<file path="config.mk">
export PLATFORM = sky130hd
export DESIGN_NAME = iec104_apci_frame_parser_core_flat
export DESIGN_NICKNAME = d
export VERILOG_FILES = /design/src/rtl/core/apci_pkg.sv /design/src/rtl/core/apci_byte_if.sv /design/src/rtl/core/apci_result_if.sv /design/src/rtl/core/iec104_apci_frame_parser_core.sv /design/src/flat_wrapper.sv
export SDC_FILE = /design/constraint.sdc
export NUM_CORES = 1
export LEC_CHECK = 0
export BUFFER_PORTS_ARGS = -buffer_cell sky130_fd_sc_hd__clkbuf_2
export CAP_MARGIN = 20
export CORE_MARGIN = 10
export CORE_UTILIZATION = 60
export DETAILED_ROUTE_END_ITERATION = 12
export GPL_ROUTABILITY_DRIVEN = 0
export HOLD_SLACK_MARGIN = 0.1
export PLACE_DENSITY = 0.85
export SLEW_MARGIN = 5
export SYNTH_ARGS = -nofsm -noshare
export SYNTH_HDL_FRONTEND = slang
export SYNTH_SLANG_ARGS = --single-unit
</file>
<file path="constraint.sdc">
create_clock -name clk -period 4.6 [get_ports clk]
set_input_delay 0.69 -clock clk [delete_from_list [all_inputs] [get_ports clk]]
set_output_delay 0.69 -clock clk [all_outputs]
set_load 0.05 [all_outputs]
</file>
<file path="src/rtl/core/apci_pkg.sv">
package apci_pkg;

    localparam int OFFSET_BITS = 16;
    localparam int QUEUE_DEPTH = 4;
    localparam int QUEUE_PTR_BITS = $clog2(QUEUE_DEPTH);

    localparam logic [7:0] START_BYTE = 8'h68;
    localparam logic [7:0] MIN_LENGTH = 8'd4;
    localparam logic [7:0] TYPE_LENGTH = 8'd5;
    localparam logic [7:0] FULL_LENGTH = 8'd10;
    localparam logic [7:0] CAUSE_MASK = 8'h3f;

    localparam logic [7:0] CTRL_STARTDT_ACT = 8'h07;
    localparam logic [7:0] CTRL_STARTDT_CON = 8'h0b;
    localparam logic [7:0] CTRL_STOPDT_ACT = 8'h13;
    localparam logic [7:0] CTRL_STOPDT_CON = 8'h23;
    localparam logic [7:0] CTRL_TESTFR_ACT = 8'h43;
    localparam logic [7:0] CTRL_TESTFR_CON = 8'h83;

    localparam logic [2:0] ERR_OK = 3'd0;
    localparam logic [2:0] ERR_NO_START = 3'd1;
    localparam logic [2:0] ERR_TRUNCATED = 3'd2;
    localparam logic [2:0] ERR_BAD_LENGTH = 3'd3;
    localparam logic [2:0] ERR_CUT_OFF = 3'd4;

    localparam logic [1:0] KIND_I = 2'd0;
    localparam logic [1:0] KIND_S = 2'd1;
    localparam logic [1:0] KIND_U = 2'd2;

    localparam logic [1:0] ASDU_NONE = 2'd0;
    localparam logic [1:0] ASDU_TYPE = 2'd1;
    localparam logic [1:0] ASDU_FULL = 2'd2;

    localparam logic [2:0] UFN_NONE = 3'd0;
    localparam logic [2:0] UFN_STARTDT_ACT = 3'd1;
    localparam logic [2:0] UFN_STARTDT_CON = 3'd2;
    localparam logic [2:0] UFN_STOPDT_ACT = 3'd3;
    localparam logic [2:0] UFN_STOPDT_CON = 3'd4;
    localparam logic [2:0] UFN_TESTFR_ACT = 3'd5;
    localparam logic [2:0] UFN_TESTFR_CON = 3'd6;

    typedef enum logic [2:0] {
        PH_IDLE,
        PH_JUNK,
        PH_LEN,
        PH_BODY,
        PH_SKIP
    } phase_t;

    typedef struct packed {
        logic [2:0]  error_code;
        logic [1:0]  kind;
        logic [14:0] send_seq;
        logic [14:0] recv_seq;
        logic [7:0]  type_id;
        logic [1:0]  asdu_fields;
        logic [5:0]  cause;
        logic [15:0] common_address;
        logic [2:0]  u_function;
        logic [15:0] byte_count;
        logic [15:0] start_offset;
        logic        run_end;
    } result_t;

    function automatic logic [2:0] u_code(input logic [7:0] c0);
        logic [2:0] code;
        case (c0)
            CTRL_STARTDT_ACT: code = UFN_STARTDT_ACT;
            CTRL_STARTDT_CON: code = UFN_STARTDT_CON;
            CTRL_STOPDT_ACT:  code = UFN_STOPDT_ACT;
            CTRL_STOPDT_CON:  code = UFN_STOPDT_CON;
            CTRL_TESTFR_ACT:  code = UFN_TESTFR_ACT;
            CTRL_TESTFR_CON:  code = UFN_TESTFR_CON;
            default:          code = UFN_NONE;
        endcase
        return code;
    endfunction

    function automatic logic [15:0] to_start(input logic [OFFSET_BITS-1:0] off);
        logic [31:0] wide;
        wide = 32'(off);
        return wide[15:0];
    endfunction

    function automatic result_t make_result(
        input logic [2:0]             code,
        input logic [15:0]            count,
        input logic [OFFSET_BITS-1:0] start
    );
        result_t r;
        r = '0;
        r.error_code = code;
        r.byte_count = count;
        r.start_offset = to_start(start);
        return r;
    endfunction

endpackage

</file>
<file path="src/rtl/core/apci_byte_if.sv">
interface apci_byte_if;
    logic       valid;
    logic       ready;
    logic [7:0] data_byte;
    logic       payload_end;

    modport source (output valid, output data_byte, output payload_end, input ready);
    modport sink (input valid, input data_byte, input payload_end, output ready);
endinterface

</file>
<file path="src/rtl/core/apci_result_if.sv">
interface apci_result_if;
    logic        valid;
    logic        ready;
    logic [2:0]  error_code;
    logic [1:0]  kind;
    logic [14:0] send_seq;
    logic [14:0] recv_seq;
    logic [7:0]  type_id;
    logic [1:0]  asdu_fields;
    logic [5:0]  cause;
    logic [15:0] common_address;
    logic [2:0]  u_function;
    logic [15:0] byte_count;
    logic [15:0] start_offset;
    logic        run_end;

    modport source (
        output valid, output error_code, output kind, output send_seq, output recv_seq,
        output type_id, output asdu_fields, output cause, output common_address,
        output u_function, output byte_count, output start_offset, output run_end,
        input ready
    );
    modport sink (
        input valid, input error_code, input kind, input send_seq, input recv_seq,
        input type_id, input asdu_fields, input cause, input common_address,
        input u_function, input byte_count, input start_offset, input run_end,
        output ready
    );
endinterface

</file>
<file path="src/rtl/core/iec104_apci_frame_parser_core.sv">
// Splits a byte stream into IEC 104 APCI frames, one byte per clock cycle. Each byte
// transfer updates the parser state in the same cycle and produces zero, one or two
// results (a junk run followed by a start byte at the payload end gives two). Results
// are written into a four-entry result queue and leave it one per cycle, the cycle
// after the byte that caused them at the earliest. The byte input accepts a transfer
// whenever the queue has at least two free entries, so with the result side always
// ready the block sustains one byte per cycle; only a stalled result side holds it.
module iec104_apci_frame_parser_core
    import apci_pkg::*;
(
    input  logic          clk,
    input  logic          rst_n,
    apci_byte_if.sink     stream,
    apci_result_if.source results
);

    phase_t                   phase_reg, phase_next;
    logic [OFFSET_BITS-1:0]   offset_reg, offset_next;
    logic [OFFSET_BITS-1:0]   run_start_reg, run_start_next;
    logic [15:0]              run_count_reg, run_count_next;
    logic [7:0]               decl_len_reg, decl_len_next;
    logic [7:0]               frame_index_reg, frame_index_next;
    logic [31:0]              control_reg, control_next;
    logic [7:0]               held_type_reg, held_type_next;
    logic [5:0]               held_cause_reg, held_cause_next;
    logic [15:0]              held_addr_reg, held_addr_next;

    result_t                  queue_mem [QUEUE_DEPTH];
    logic [QUEUE_PTR_BITS-1:0] wr_ptr_reg, rd_ptr_reg;
    logic [QUEUE_PTR_BITS:0]  count_reg;

    logic                     take;
    logic                     pop;
    logic                     is_start;
    logic                     last;
    logic [7:0]               b;
    logic [8:0]               index_plus_one;
    logic [7:0]               skip_index;
    logic [1:0]               push_n;
    result_t                  res0, res1, frame_res;

    assign b = stream.data_byte;
    assign last = stream.payload_end;
    assign is_start = (b == START_BYTE);
    assign stream.ready = (count_reg <= (QUEUE_PTR_BITS+1)'(QUEUE_DEPTH - 2));
    assign take = stream.valid && stream.ready;
    assign pop = results.valid && results.ready;
    assign index_plus_one = {1'b0, frame_index_reg} + 9'd1;
    assign skip_index = frame_index_reg + 8'd1;

    always_comb
    begin
        phase_next = phase_reg;
        case (phase_reg)
            PH_JUNK:
            begin
                if (is_start)
                begin
                    phase_next = PH_LEN;
                end
            end
            PH_LEN:
            begin
                if (b < MIN_LENGTH)
                begin
                    phase_next = (b == 8'd0 || last) ? PH_IDLE : PH_SKIP;
                end
                else
                begin
                    phase_next = PH_BODY;
                end
            end
            PH_BODY:
            begin
                if (index_plus_one == {1'b0, decl_len_reg})
                begin
                    phase_next = PH_IDLE;
                end
            end
            PH_SKIP:
            begin
                if (skip_index >= decl_len_reg)
                begin
                    phase_next = PH_IDLE;
                end
            end
            default:
            begin
                phase_next = is_start ? PH_LEN : PH_JUNK;
            end
        endcase
        if (last)
        begin
            phase_next = PH_IDLE;
        end
    end

    always_comb
    begin
        frame_res = '0;
        frame_res.byte_count = 16'({1'b0, decl_len_reg} + 9'd2);
        frame_res.start_offset = to_start(run_start_reg);
        if (!control_next[0])
        begin
            frame_res.kind = KIND_I;
            frame_res.send_seq = control_next[15:1];
            frame_res.recv_seq = control_next[31:17];
            if (decl_len_reg >= TYPE_LENGTH)
            begin
                frame_res.type_id = held_type_next;
                frame_res.asdu_fields = ASDU_TYPE;
            end
            if (decl_len_reg >= FULL_LENGTH)
            begin
                frame_res.asdu_fields = ASDU_FULL;
                frame_res.cause = held_cause_next;
                frame_res.common_address = held_addr_next;
            end
        end
        else if (!control_next[1])
        begin
            frame_res.kind = KIND_S;
            frame_res.recv_seq = control_next[31:17];
        end
        else
        begin
            frame_res.kind = KIND_U;
            frame_res.u_function = u_code(control_next[7:0]);
        end
    end

    always_comb
    begin
        offset_next = last ? '0 : offset_reg + OFFSET_BITS'(1);
        run_start_next = run_start_reg;
        run_count_next = run_count_reg;
        decl_len_next = decl_len_reg;
        frame_index_next = frame_index_reg;
        control_next = control_reg;
        held_type_next = held_type_reg;
        held_cause_next = held_cause_reg;
        held_addr_next = held_addr_reg;
        res0 = '0;
        res1 = '0;
        push_n = 2'd0;
        case (phase_reg)
            PH_JUNK:
            begin
                if (is_start)
                begin
                    res0 = make_result(ERR_NO_START, run_count_reg, run_start_reg);
                    push_n = 2'd1;
                    run_start_next = offset_reg;
                    if (last)
                    begin
                        res1 = make_result(ERR_TRUNCATED, 16'd1, offset_reg);
                        push_n = 2'd2;
                    end
                end
                else
                begin
                    if (run_count_reg != 16'hffff)
                    begin
                        run_count_next = run_count_reg + 16'd1;
                    end
                    if (last)
                    begin
                        res0 = make_result(ERR_NO_START, run_count_next, run_start_reg);
                        push_n = 2'd1;
                    end
                end
            end
            PH_LEN:
            begin
                decl_len_next = b;
                frame_index_next = '0;
                control_next = '0;
                held_type_next = '0;
                held_cause_next = '0;
                held_addr_next = '0;
                if (b < MIN_LENGTH)
                begin
                    if (b == 8'd0 || last)
                    begin
                        res0 = make_result(ERR_BAD_LENGTH, 16'd2, run_start_reg);
                        push_n = 2'd1;
                    end
                end
                else if (last)
                begin
                    res0 = make_result(ERR_CUT_OFF, 16'd2, run_start_reg);
                    push_n = 2'd1;
                end
            end
            PH_BODY:
            begin
                if (frame_index_reg < 8'd4)
                begin
                    control_next[{frame_index_reg[1:0], 3'b000} +: 8] = b;
                end
                else if (frame_index_reg == 8'd4)
                begin
                    held_type_next = b;
                end
                else if (frame_index_reg == 8'd6)
                begin
                    held_cause_next = 6'(b & CAUSE_MASK);
                end
                else if (frame_index_reg == 8'd8)
                begin
                    held_addr_next[7:0] = b;
                end
                else if (frame_index_reg == 8'd9)
                begin
                    held_addr_next[15:8] = b;
                end
                if (index_plus_one == {1'b0, decl_len_reg})
                begin
                    res0 = frame_res;
                    push_n = 2'd1;
                end
                else if (last)
                begin
                    res0 = make_result(ERR_CUT_OFF, 16'({1'b0, frame_index_reg} + 9'd3),
                                       run_start_reg);
                    push_n = 2'd1;
                end
                else
                begin
                    frame_index_next = index_plus_one[7:0];
                end
            end
            PH_SKIP:
            begin
                frame_index_next = skip_index;
                if (skip_index >= decl_len_reg || last)
                begin
                    res0 = make_result(ERR_BAD_LENGTH, 16'({1'b0, skip_index} + 9'd2),
                                       run_start_reg);
                    push_n = 2'd1;
                end
            end
            default:
            begin
                run_start_next = offset_reg;
                if (is_start)
                begin
                    if (last)
                    begin
                        res0 = make_result(ERR_TRUNCATED, 16'd1, offset_reg);
                        push_n = 2'd1;
                    end
                end
                else
                begin
                    run_count_next = 16'd1;
                    if (last)
                    begin
                        res0 = make_result(ERR_NO_START, 16'd1, offset_reg);
                        push_n = 2'd1;
                    end
                end
            end
        endcase
        if (push_n == 2'd1)
        begin
            res0.run_end = 1'b1;
        end
        if (push_n == 2'd2)
        begin
            res1.run_end = 1'b1;
        end
    end

    always_ff @(posedge clk or negedge rst_n)
    begin
        if (!rst_n)
        begin
            phase_reg <= PH_IDLE;
            offset_reg <= '0;
            run_start_reg <= '0;
            run_count_reg <= '0;
            decl_len_reg <= '0;
            frame_index_reg <= '0;
            control_reg <= '0;
            held_type_reg <= '0;
            held_cause_reg <= '0;
            held_addr_reg <= '0;
        end
        else if (take)
        begin
            phase_reg <= phase_next;
            offset_reg <= offset_next;
            run_start_reg <= run_start_next;
            run_count_reg <= run_count_next;
            decl_len_reg <= decl_len_next;
            frame_index_reg <= frame_index_next;
            control_reg <= control_next;
            held_type_reg <= held_type_next;
            held_cause_reg <= held_cause_next;
            held_addr_reg <= held_addr_next;
        end
    end

    always_ff @(posedge clk)
    begin
        if (take && push_n != 2'd0)
        begin
            queue_mem[wr_ptr_reg] <= res0;
        end
        if (take && push_n == 2'd2)
        begin
            queue_mem[wr_ptr_reg + QUEUE_PTR_BITS'(1)] <= res1;
        end
    end

    always_ff @(posedge clk or negedge rst_n)
    begin
        if (!rst_n)
        begin
            wr_ptr_reg <= '0;
            rd_ptr_reg <= '0;
            count_reg <= '0;
        end
        else
        begin
            if (take)
            begin
                wr_ptr_reg <= wr_ptr_reg + QUEUE_PTR_BITS'(push_n);
            end
            if (pop)
            begin
                rd_ptr_reg <= rd_ptr_reg + QUEUE_PTR_BITS'(1);
            end
            count_reg <= count_reg + (take ? (QUEUE_PTR_BITS+1)'(push_n) : '0)
                         - (QUEUE_PTR_BITS+1)'(pop);
        end
    end

    assign results.valid = (count_reg != '0);
    assign results.error_code = queue_mem[rd_ptr_reg].error_code;
    assign results.kind = queue_mem[rd_ptr_reg].kind;
    assign results.send_seq = queue_mem[rd_ptr_reg].send_seq;
    assign results.recv_seq = queue_mem[rd_ptr_reg].recv_seq;
    assign results.type_id = queue_mem[rd_ptr_reg].type_id;
    assign results.asdu_fields = queue_mem[rd_ptr_reg].asdu_fields;
    assign results.cause = queue_mem[rd_ptr_reg].cause;
    assign results.common_address = queue_mem[rd_ptr_reg].common_address;
    assign results.u_function = queue_mem[rd_ptr_reg].u_function;
    assign results.byte_count = queue_mem[rd_ptr_reg].byte_count;
    assign results.start_offset = queue_mem[rd_ptr_reg].start_offset;
    assign results.run_end = queue_mem[rd_ptr_reg].run_end;

    // The queue never holds more entries than it has.
    assert property (@(posedge clk) disable iff (!rst_n)
        count_reg <= (QUEUE_PTR_BITS+1)'(QUEUE_DEPTH))
        else $error("result queue overflow");

    // The last byte of a payload always closes whatever run or frame is open.
    assert property (@(posedge clk) disable iff (!rst_n)
        take && stream.payload_end |-> push_n != 2'd0)
        else $error("payload end produced no result");

    // After the last byte of a payload the parser starts over at offset zero.
    assert property (@(posedge clk) disable iff (!rst_n)
        take && stream.payload_end |=> offset_reg == '0 && phase_reg == PH_IDLE)
        else $error("parser not restarted after payload end");

    // Two results from one byte only come from a start byte at the payload end.
    assert property (@(posedge clk) disable iff (!rst_n)
        take && push_n == 2'd2 |-> stream.payload_end && is_start)
        else $error("unexpected double result");

endmodule

</file>
<file path="src/flat_wrapper.sv">
// flat-port wrapper written by rule: the top's interface ports become plain ports
module iec104_apci_frame_parser_core_flat import apci_pkg::*;
  (clk, rst_n, stream_valid, stream_data_byte, stream_payload_end, stream_ready, results_valid, results_error_code, results_kind, results_send_seq, results_recv_seq, results_type_id, results_asdu_fields, results_cause, results_common_address, results_u_function, results_byte_count, results_start_offset, results_run_end, results_ready);
  apci_byte_if stream_i ();
  apci_result_if results_i ();
  input  logic clk;
  input  logic rst_n;
  input wire logic [$bits(stream_i.valid)-1:0] stream_valid;
  input wire logic [$bits(stream_i.data_byte)-1:0] stream_data_byte;
  input wire logic [$bits(stream_i.payload_end)-1:0] stream_payload_end;
  output wire logic [$bits(stream_i.ready)-1:0] stream_ready;
  output wire logic [$bits(results_i.valid)-1:0] results_valid;
  output wire logic [$bits(results_i.error_code)-1:0] results_error_code;
  output wire logic [$bits(results_i.kind)-1:0] results_kind;
  output wire logic [$bits(results_i.send_seq)-1:0] results_send_seq;
  output wire logic [$bits(results_i.recv_seq)-1:0] results_recv_seq;
  output wire logic [$bits(results_i.type_id)-1:0] results_type_id;
  output wire logic [$bits(results_i.asdu_fields)-1:0] results_asdu_fields;
  output wire logic [$bits(results_i.cause)-1:0] results_cause;
  output wire logic [$bits(results_i.common_address)-1:0] results_common_address;
  output wire logic [$bits(results_i.u_function)-1:0] results_u_function;
  output wire logic [$bits(results_i.byte_count)-1:0] results_byte_count;
  output wire logic [$bits(results_i.start_offset)-1:0] results_start_offset;
  output wire logic [$bits(results_i.run_end)-1:0] results_run_end;
  input wire logic [$bits(results_i.ready)-1:0] results_ready;
  assign stream_i.valid = stream_valid;
  assign stream_i.data_byte = stream_data_byte;
  assign stream_i.payload_end = stream_payload_end;
  assign stream_ready = stream_i.ready;
  assign results_valid = results_i.valid;
  assign results_error_code = results_i.error_code;
  assign results_kind = results_i.kind;
  assign results_send_seq = results_i.send_seq;
  assign results_recv_seq = results_i.recv_seq;
  assign results_type_id = results_i.type_id;
  assign results_asdu_fields = results_i.asdu_fields;
  assign results_cause = results_i.cause;
  assign results_common_address = results_i.common_address;
  assign results_u_function = results_i.u_function;
  assign results_byte_count = results_i.byte_count;
  assign results_start_offset = results_i.start_offset;
  assign results_run_end = results_i.run_end;
  assign results_i.ready = results_ready;
  iec104_apci_frame_parser_core u_core (.clk(clk), .rst_n(rst_n), .stream(stream_i), .results(results_i));
endmodule
</file>
==> Word level (Yosys, flattened, before mapping) <==
Memories as Yosys holds them, arrays and structs flattened.
Cells that the tools add are included.
{ "classes": {"n_reduce_logical": 18, "order_cmp": 6, "n_eq_ne": 26, "muxes": 75, "bitwise_logic": 2, "addsub": 13, "shift": 2} }
{ "op_table": {"columns": ["op", "n"], "rows": [
  ["103-bit two-way mux", 8],
  ["103-bit one-hot mux with 4 select lines", 1],
  ["102-bit two-way mux", 3],
  ["101-bit two-way mux", 2],
  ["16-bit two-way mux", 8],
  ["16-bit one-hot mux with 2 select lines", 3],
  ["32-bit two-way mux", 2],
  ["32-bit one-hot mux with 2 select lines", 1],
  ["8-bit two-way mux", 7],
  ["15-bit two-way mux", 3],
  ["16-bit by 1-bit adder with 16-bit output, second input constant", 2],
  ["32-bit bitwise mux", 1],
  ["8-bit by 7-bit variable shift with 32-bit output, first input constant", 1],
  ["8-bit by 7-bit variable part select with 32-bit output", 1],
  ["8-bit by 2-bit adder with 9-bit output, second input constant", 3],
  ["8-bit by 3-bit equality test with 1-bit output, second input constant", 3],
  ["8-bit by 4-bit equality test with 1-bit output, second input constant", 3],
  ["24-bit two-way mux", 1],
  ["3-bit two-way mux", 8],
  ["8-bit one-hot mux with 3 select lines", 1],
  ["6-bit two-way mux", 3],
  ["3-bit one-hot mux with 6 select lines", 1],
  ["8-bit by 7-bit equality test with 1-bit output, second input constant", 2],
  ["8-bit by 3-bit less-than comparator with 1-bit output, second input constant", 2],
  ["other kinds (41)", 72]
]} }
{ "totals": {"regBits": 136, "inputBits": 13, "ram_bits": 412, "output_inout_bits": 105, "n_memories": 1, "word_cells": 157} }
{ "memory_table": {"columns": ["name", "depth", "width", "read_ports", "rd_clocked_by_memory_dff", "wr", "line_no", "rtl"], "rows": [
  ["u_core.queue_mem", 4, 103, 1, 0, 2, "iec104_apci_frame_parser_core.sv:28", "result_t queue_mem [QUEUE_DEPTH];"]
]} }

==> Logic depth before layout (Yosys ltp) <==
{ "depth": {"depth_word": 12, "depth_mapped": 17, "depth_no_buf": 15} }

==> Least setup slack after synthesis <==
Ideal clock, no wire load.
{ "synth_path": {"kind": "in2reg", "startpoint": "input port stream_data_byte[1]", "endpoint": "memory u_core.queue_mem[2][0] (netlist name), enable pin", "cell_stages": 13, "arrival_time_ps": 4039, "n_path_buf": 5, "setup_time_ps": 387, "path_slack_ps": 175, "required_time_ps": 4213, "cell_sequence": "buf_4 > or4_4 > or4b_4 > buf_6 > ha_1 > o21a_1 > nor2_1 > nand4_1 > nand3_1 > buf_2 > buf_2 > buf_1 > nand2_1"} }
{ "synth_lines": {"columns": ["item", "line_no", "rtl"], "rows": [
  ["start: declaration", "flat_wrapper.sv:9", "input wire logic [$bits(stream_i.data_byte)-1:0] stream_data_byte;"],
  ["end: declaration", "iec104_apci_frame_parser_core.sv:28", null]
]} }

==> qor.yml <==
power:
  p_leak_uw: 0.01047
  netSwitchingFraction_pct: 33.78
  power.share.combinational_pct: 25.7
  power.internal_uw: 8819
  pwr-share-seq_pct: 41.0
  power.density_nw_per_um2: 479.7
  p_total_uw: 13320
  switchingPower_uw: 4499
  ir_drop_v: 0.0003409
  clkPwrFrac_pct: 33.4
route:
  drc: 0
  drt_pass1_iterations: 6
  drtIter0Drc: 2698
  avgRoutedWirePerCell_microns: 22.95
  vias: 20880
  wl_mm: 69.93
  antenna_left: 0
  vias_per_cell: 6.851
final_layout:
  fin_cells: 3047
  syn_to_final_growth_pct: 11.84
  drive_gt1_share_pct: 17.97
  largest_register_ffs: 412
  fillers: 2861
  antenna_cells: 0
  regArea_sq_um: 12390
  final_nets: 2510
  multi_input_area_sq_um: 11480
  design_area_sq_um: 27760
setup_path:
  r2r_setup_slack_ps: 450
  start_kind: "flip-flop"
  worstReg2RegStart: "u_core.frame_index_reg[3]"
  crit_chain: "nand3_1 -> nor3_1 -> xnor2_1 -> inv_1 -> ha_1 -> nand4_1 -> nor3_1 -> o211ai_1 -> nand4_1 -> buf_4 -> nand3_4 -> nand2_1 -> buf_12"
  slowest_delay_ps: 660
  required_ps: 4900
  r2r_end: "u_core.queue_mem[1][10]"
  cp_max_fo: 22
  slowest_stage: "dfrtp_1"
  cp.arrival_ps: 4450
  criticalPathCategory: "reg -> reg"
  rr_worst_depth: 13
  crit_path_end_kind: "flip-flop"
die:
  die-area_sq_um: 49910
  core_area_sq_um: 40830
  io_pins: 118
  start_util_pct: 60.80
  die_h_microns: 223.4
  rows: 74
  die_w_microns: 223.4
grt:
  grt_pass1_vias: 20810
  grt_usage_pct: 27.15
  grt_pass1_wl_mm: 112.0
  grt_max_degree: 101
  antenna_found_initial: 1
  overflow: 0
clock_tree:
  cts_hold_buf: 0
  clock_latency_ps: 620
  clockBufferDepth: 3
  cts_buffers: 53
  numClockSinks: 547
  cts_tree: "built"
  clkTransAtPathRegs_ps: 70
  cts_max_level: 2
  cts_resized: 0
  cts_setup_buffers: 0
  cts_root_buf: "clkbuf_16"
sta:
  setup_viol: 0
  maxSlewHeadroom_pct: 31.03
  slew_viol_final: 0
  fin_crit_ps: 4149
  fin_crit_sh_pct: 90.20
  finClkSkew_ps: 36.86
  rsz0062_at_grt: "false"
  tightestPinTransition_ps: 1027
  fmax_mhz: 241.0
  setup_tns_ps: 0
  finalHoldViolations: 0
  hold_ws_ps: 126.1
synth:
  async_flop_share_pct: 24.68
  yosysSeqAreaShare_pct: 49.90
  synth_cells: 2456
  syn_area_sq_um: 24820
  ys_types: 78
  synth_area_per_cell_sq_um: 10.11
  synth_seq_cells: 547
  synth_top_flop_cell: "dfxtp_1"
  synth_edf_count: 76
  synth_nets: 2494
  yosys_warnings: 0
hold_path:
  hold_class: "in -> async"
run:
  cap_violations: 0
placement:
  dp.cells: 2947
  placed_area_sq_um: 25960
  dp_hpwl_mm: 43.87
  portBuffers: 117
outcome:
  run_status: "finished, final reports clean"
-- metrics by stage --
step | setup slack (ps) | util (%)
global placement | 431.9 | 63.56
global route | 250.0 | 68.00
detailed placement | 397.3 | 63.57
floorplan | 174.6 | -
finish | 450.9 | 68.00
CTS | 596.3 | 67.97
-- critical path, delay by kind of cell (launching register included) --
kind | cells | cell delay (ps)
fa+ha+maj | 1 | 330
flops | 1 | 660
xor+xnor | 1 | 250
compound gates | 1 | 240
buf+inv | 3 | 490
simple gates | 7 | 1850
-- how the worst max path moves through the flow --
stage / start / to / slack [ps] / depth (start not counted)
after global placement: stream_data_byte[0] / u_core.queue_mem[2][34] / 430 / 12
after floorplan: stream_data_byte[1] / u_core.queue_mem[2][0] / 170 / 13
after global routing: u_core.frame_index_reg[3] / u_core.queue_mem[0][16] / 250 / 13
final: u_core.frame_index_reg[3] / u_core.queue_mem[1][10] / 450 / 13
after CTS: u_core.frame_index_reg[3] / u_core.queue_mem[1][10] / 600 / 13
after detailed placement: stream_data_byte[0] / u_core.queue_mem[2][34] / 400 / 12
-- per-layer routing --
layer / vias up / track usage [%] / part of all wire, %
li1: 9218 / - / -
met1: 10190 / 34.60 / 38
met2: 1260 / 45.06 / 49
met3: 205 / 4.589 / 9.4
met4: 2 / 11.12 / 3.3
met5: - / 0 / 0.027
-- Yosys cell counts (5+ instances only) --
cell type / n / area share (%)
buf_2: 42 / 0.85
and4_1: 5 / 0.18
dfxtp_1: 336 / 27
and3_1: 29 / 0.73
edfxtp_1: 76 / 9.2
a31oi_1: 9 / 0.23
or2_2: 12 / 0.30
nand2b_1: 8 / 0.20
a21oi_1: 25 / 0.50
xnor2_1: 29 / 1.0
ha_1: 24 / 1.2
a22o_1: 115 / 4.1
mux2_2: 25 / 1.1
nand3_1: 367 / 7.4
o21ai_0: 405 / 8.2
xor2_1: 19 / 0.67
o22ai_1: 68 / 1.7
o31ai_1: 10 / 0.30
a31o_2: 8 / 0.28
and2_1: 9 / 0.23
nor2b_1: 7 / 0.18
dfrtp_1: 135 / 14
or3_1: 7 / 0.18
nand2_1: 177 / 2.7
buf_1: 25 / 0.38
inv_1: 20 / 0.30
nand4_1: 7 / 0.18
nor2_1: 60 / 0.91
a211oi_1: 7 / 0.21
nor3_1: 22 / 0.44
a21o_1: 6 / 0.18
mux4_2: 103 / 9.3
nor4_1: 7 / 0.18
a22oi_1: 20 / 0.60
clkbuf_1: 157 / 2.4
-- power groups by stage --
stage	Combinational (uW)	Sequential [uW]	Clock, uW
after floorplan	2580	5330	0
after global placement	3290	5520	0
after detailed placement	3380	5540	0
after CTS	3400	5440	4450
after global routing	3640	5490	4640
final	3420	5450	4440
-- logic make-up after synthesis --
group	count (synthesis)	share of synthesized area (%)
buffers and inverters	252	4.158
adder cells (fa/ha/maj)	25	1.290
XOR/XNOR	48	1.694
AO/OA/AOI/OAI	713	17.66
multiplexers	131	10.60
AND/OR/NAND/NOR	740	14.70
flip-flops	547	49.90
-- final cells by class --
cell class / count / share of cell area [%]
clock buffers: 77 / 5.804
clock inverters: 21 / 0.6625
inverters: 22 / 0.2974
multi-input cells: 1657 / 41.36
flip-flops and latches: 547 / 44.64
well taps: 532 / 2.397
repair buffers: 191 / 4.836
-- cells in the final DEF (no fill, tap or decap), types with 8 or more instances in the layout --
cell,n
o21ai_0,405
nand3_1,363
dfxtp_1,336
nand2_1,174
dfrtp_1,133
clkbuf_2,117
a22o_1,115
mux4_2,103
edfxtp_1,76
o22ai_1,68
nor2_1,60
clkbuf_16,57
buf_4,55
xnor2_1,29
and3_1,29
a21oi_1,25
mux2_2,25
ha_1,24
nor3_1,22
inv_1,20
a22oi_1,20
xor2_1,19
buf_12,16
clkinv_2,13
or2_2,12
clkbuf_8,11
o31ai_1,10
and2_1,9
a31oi_1,9
clkbuf_1,9
nand2b_1,8
a31o_2,8
No activity file was read; power rests on OpenSTA's default activity.
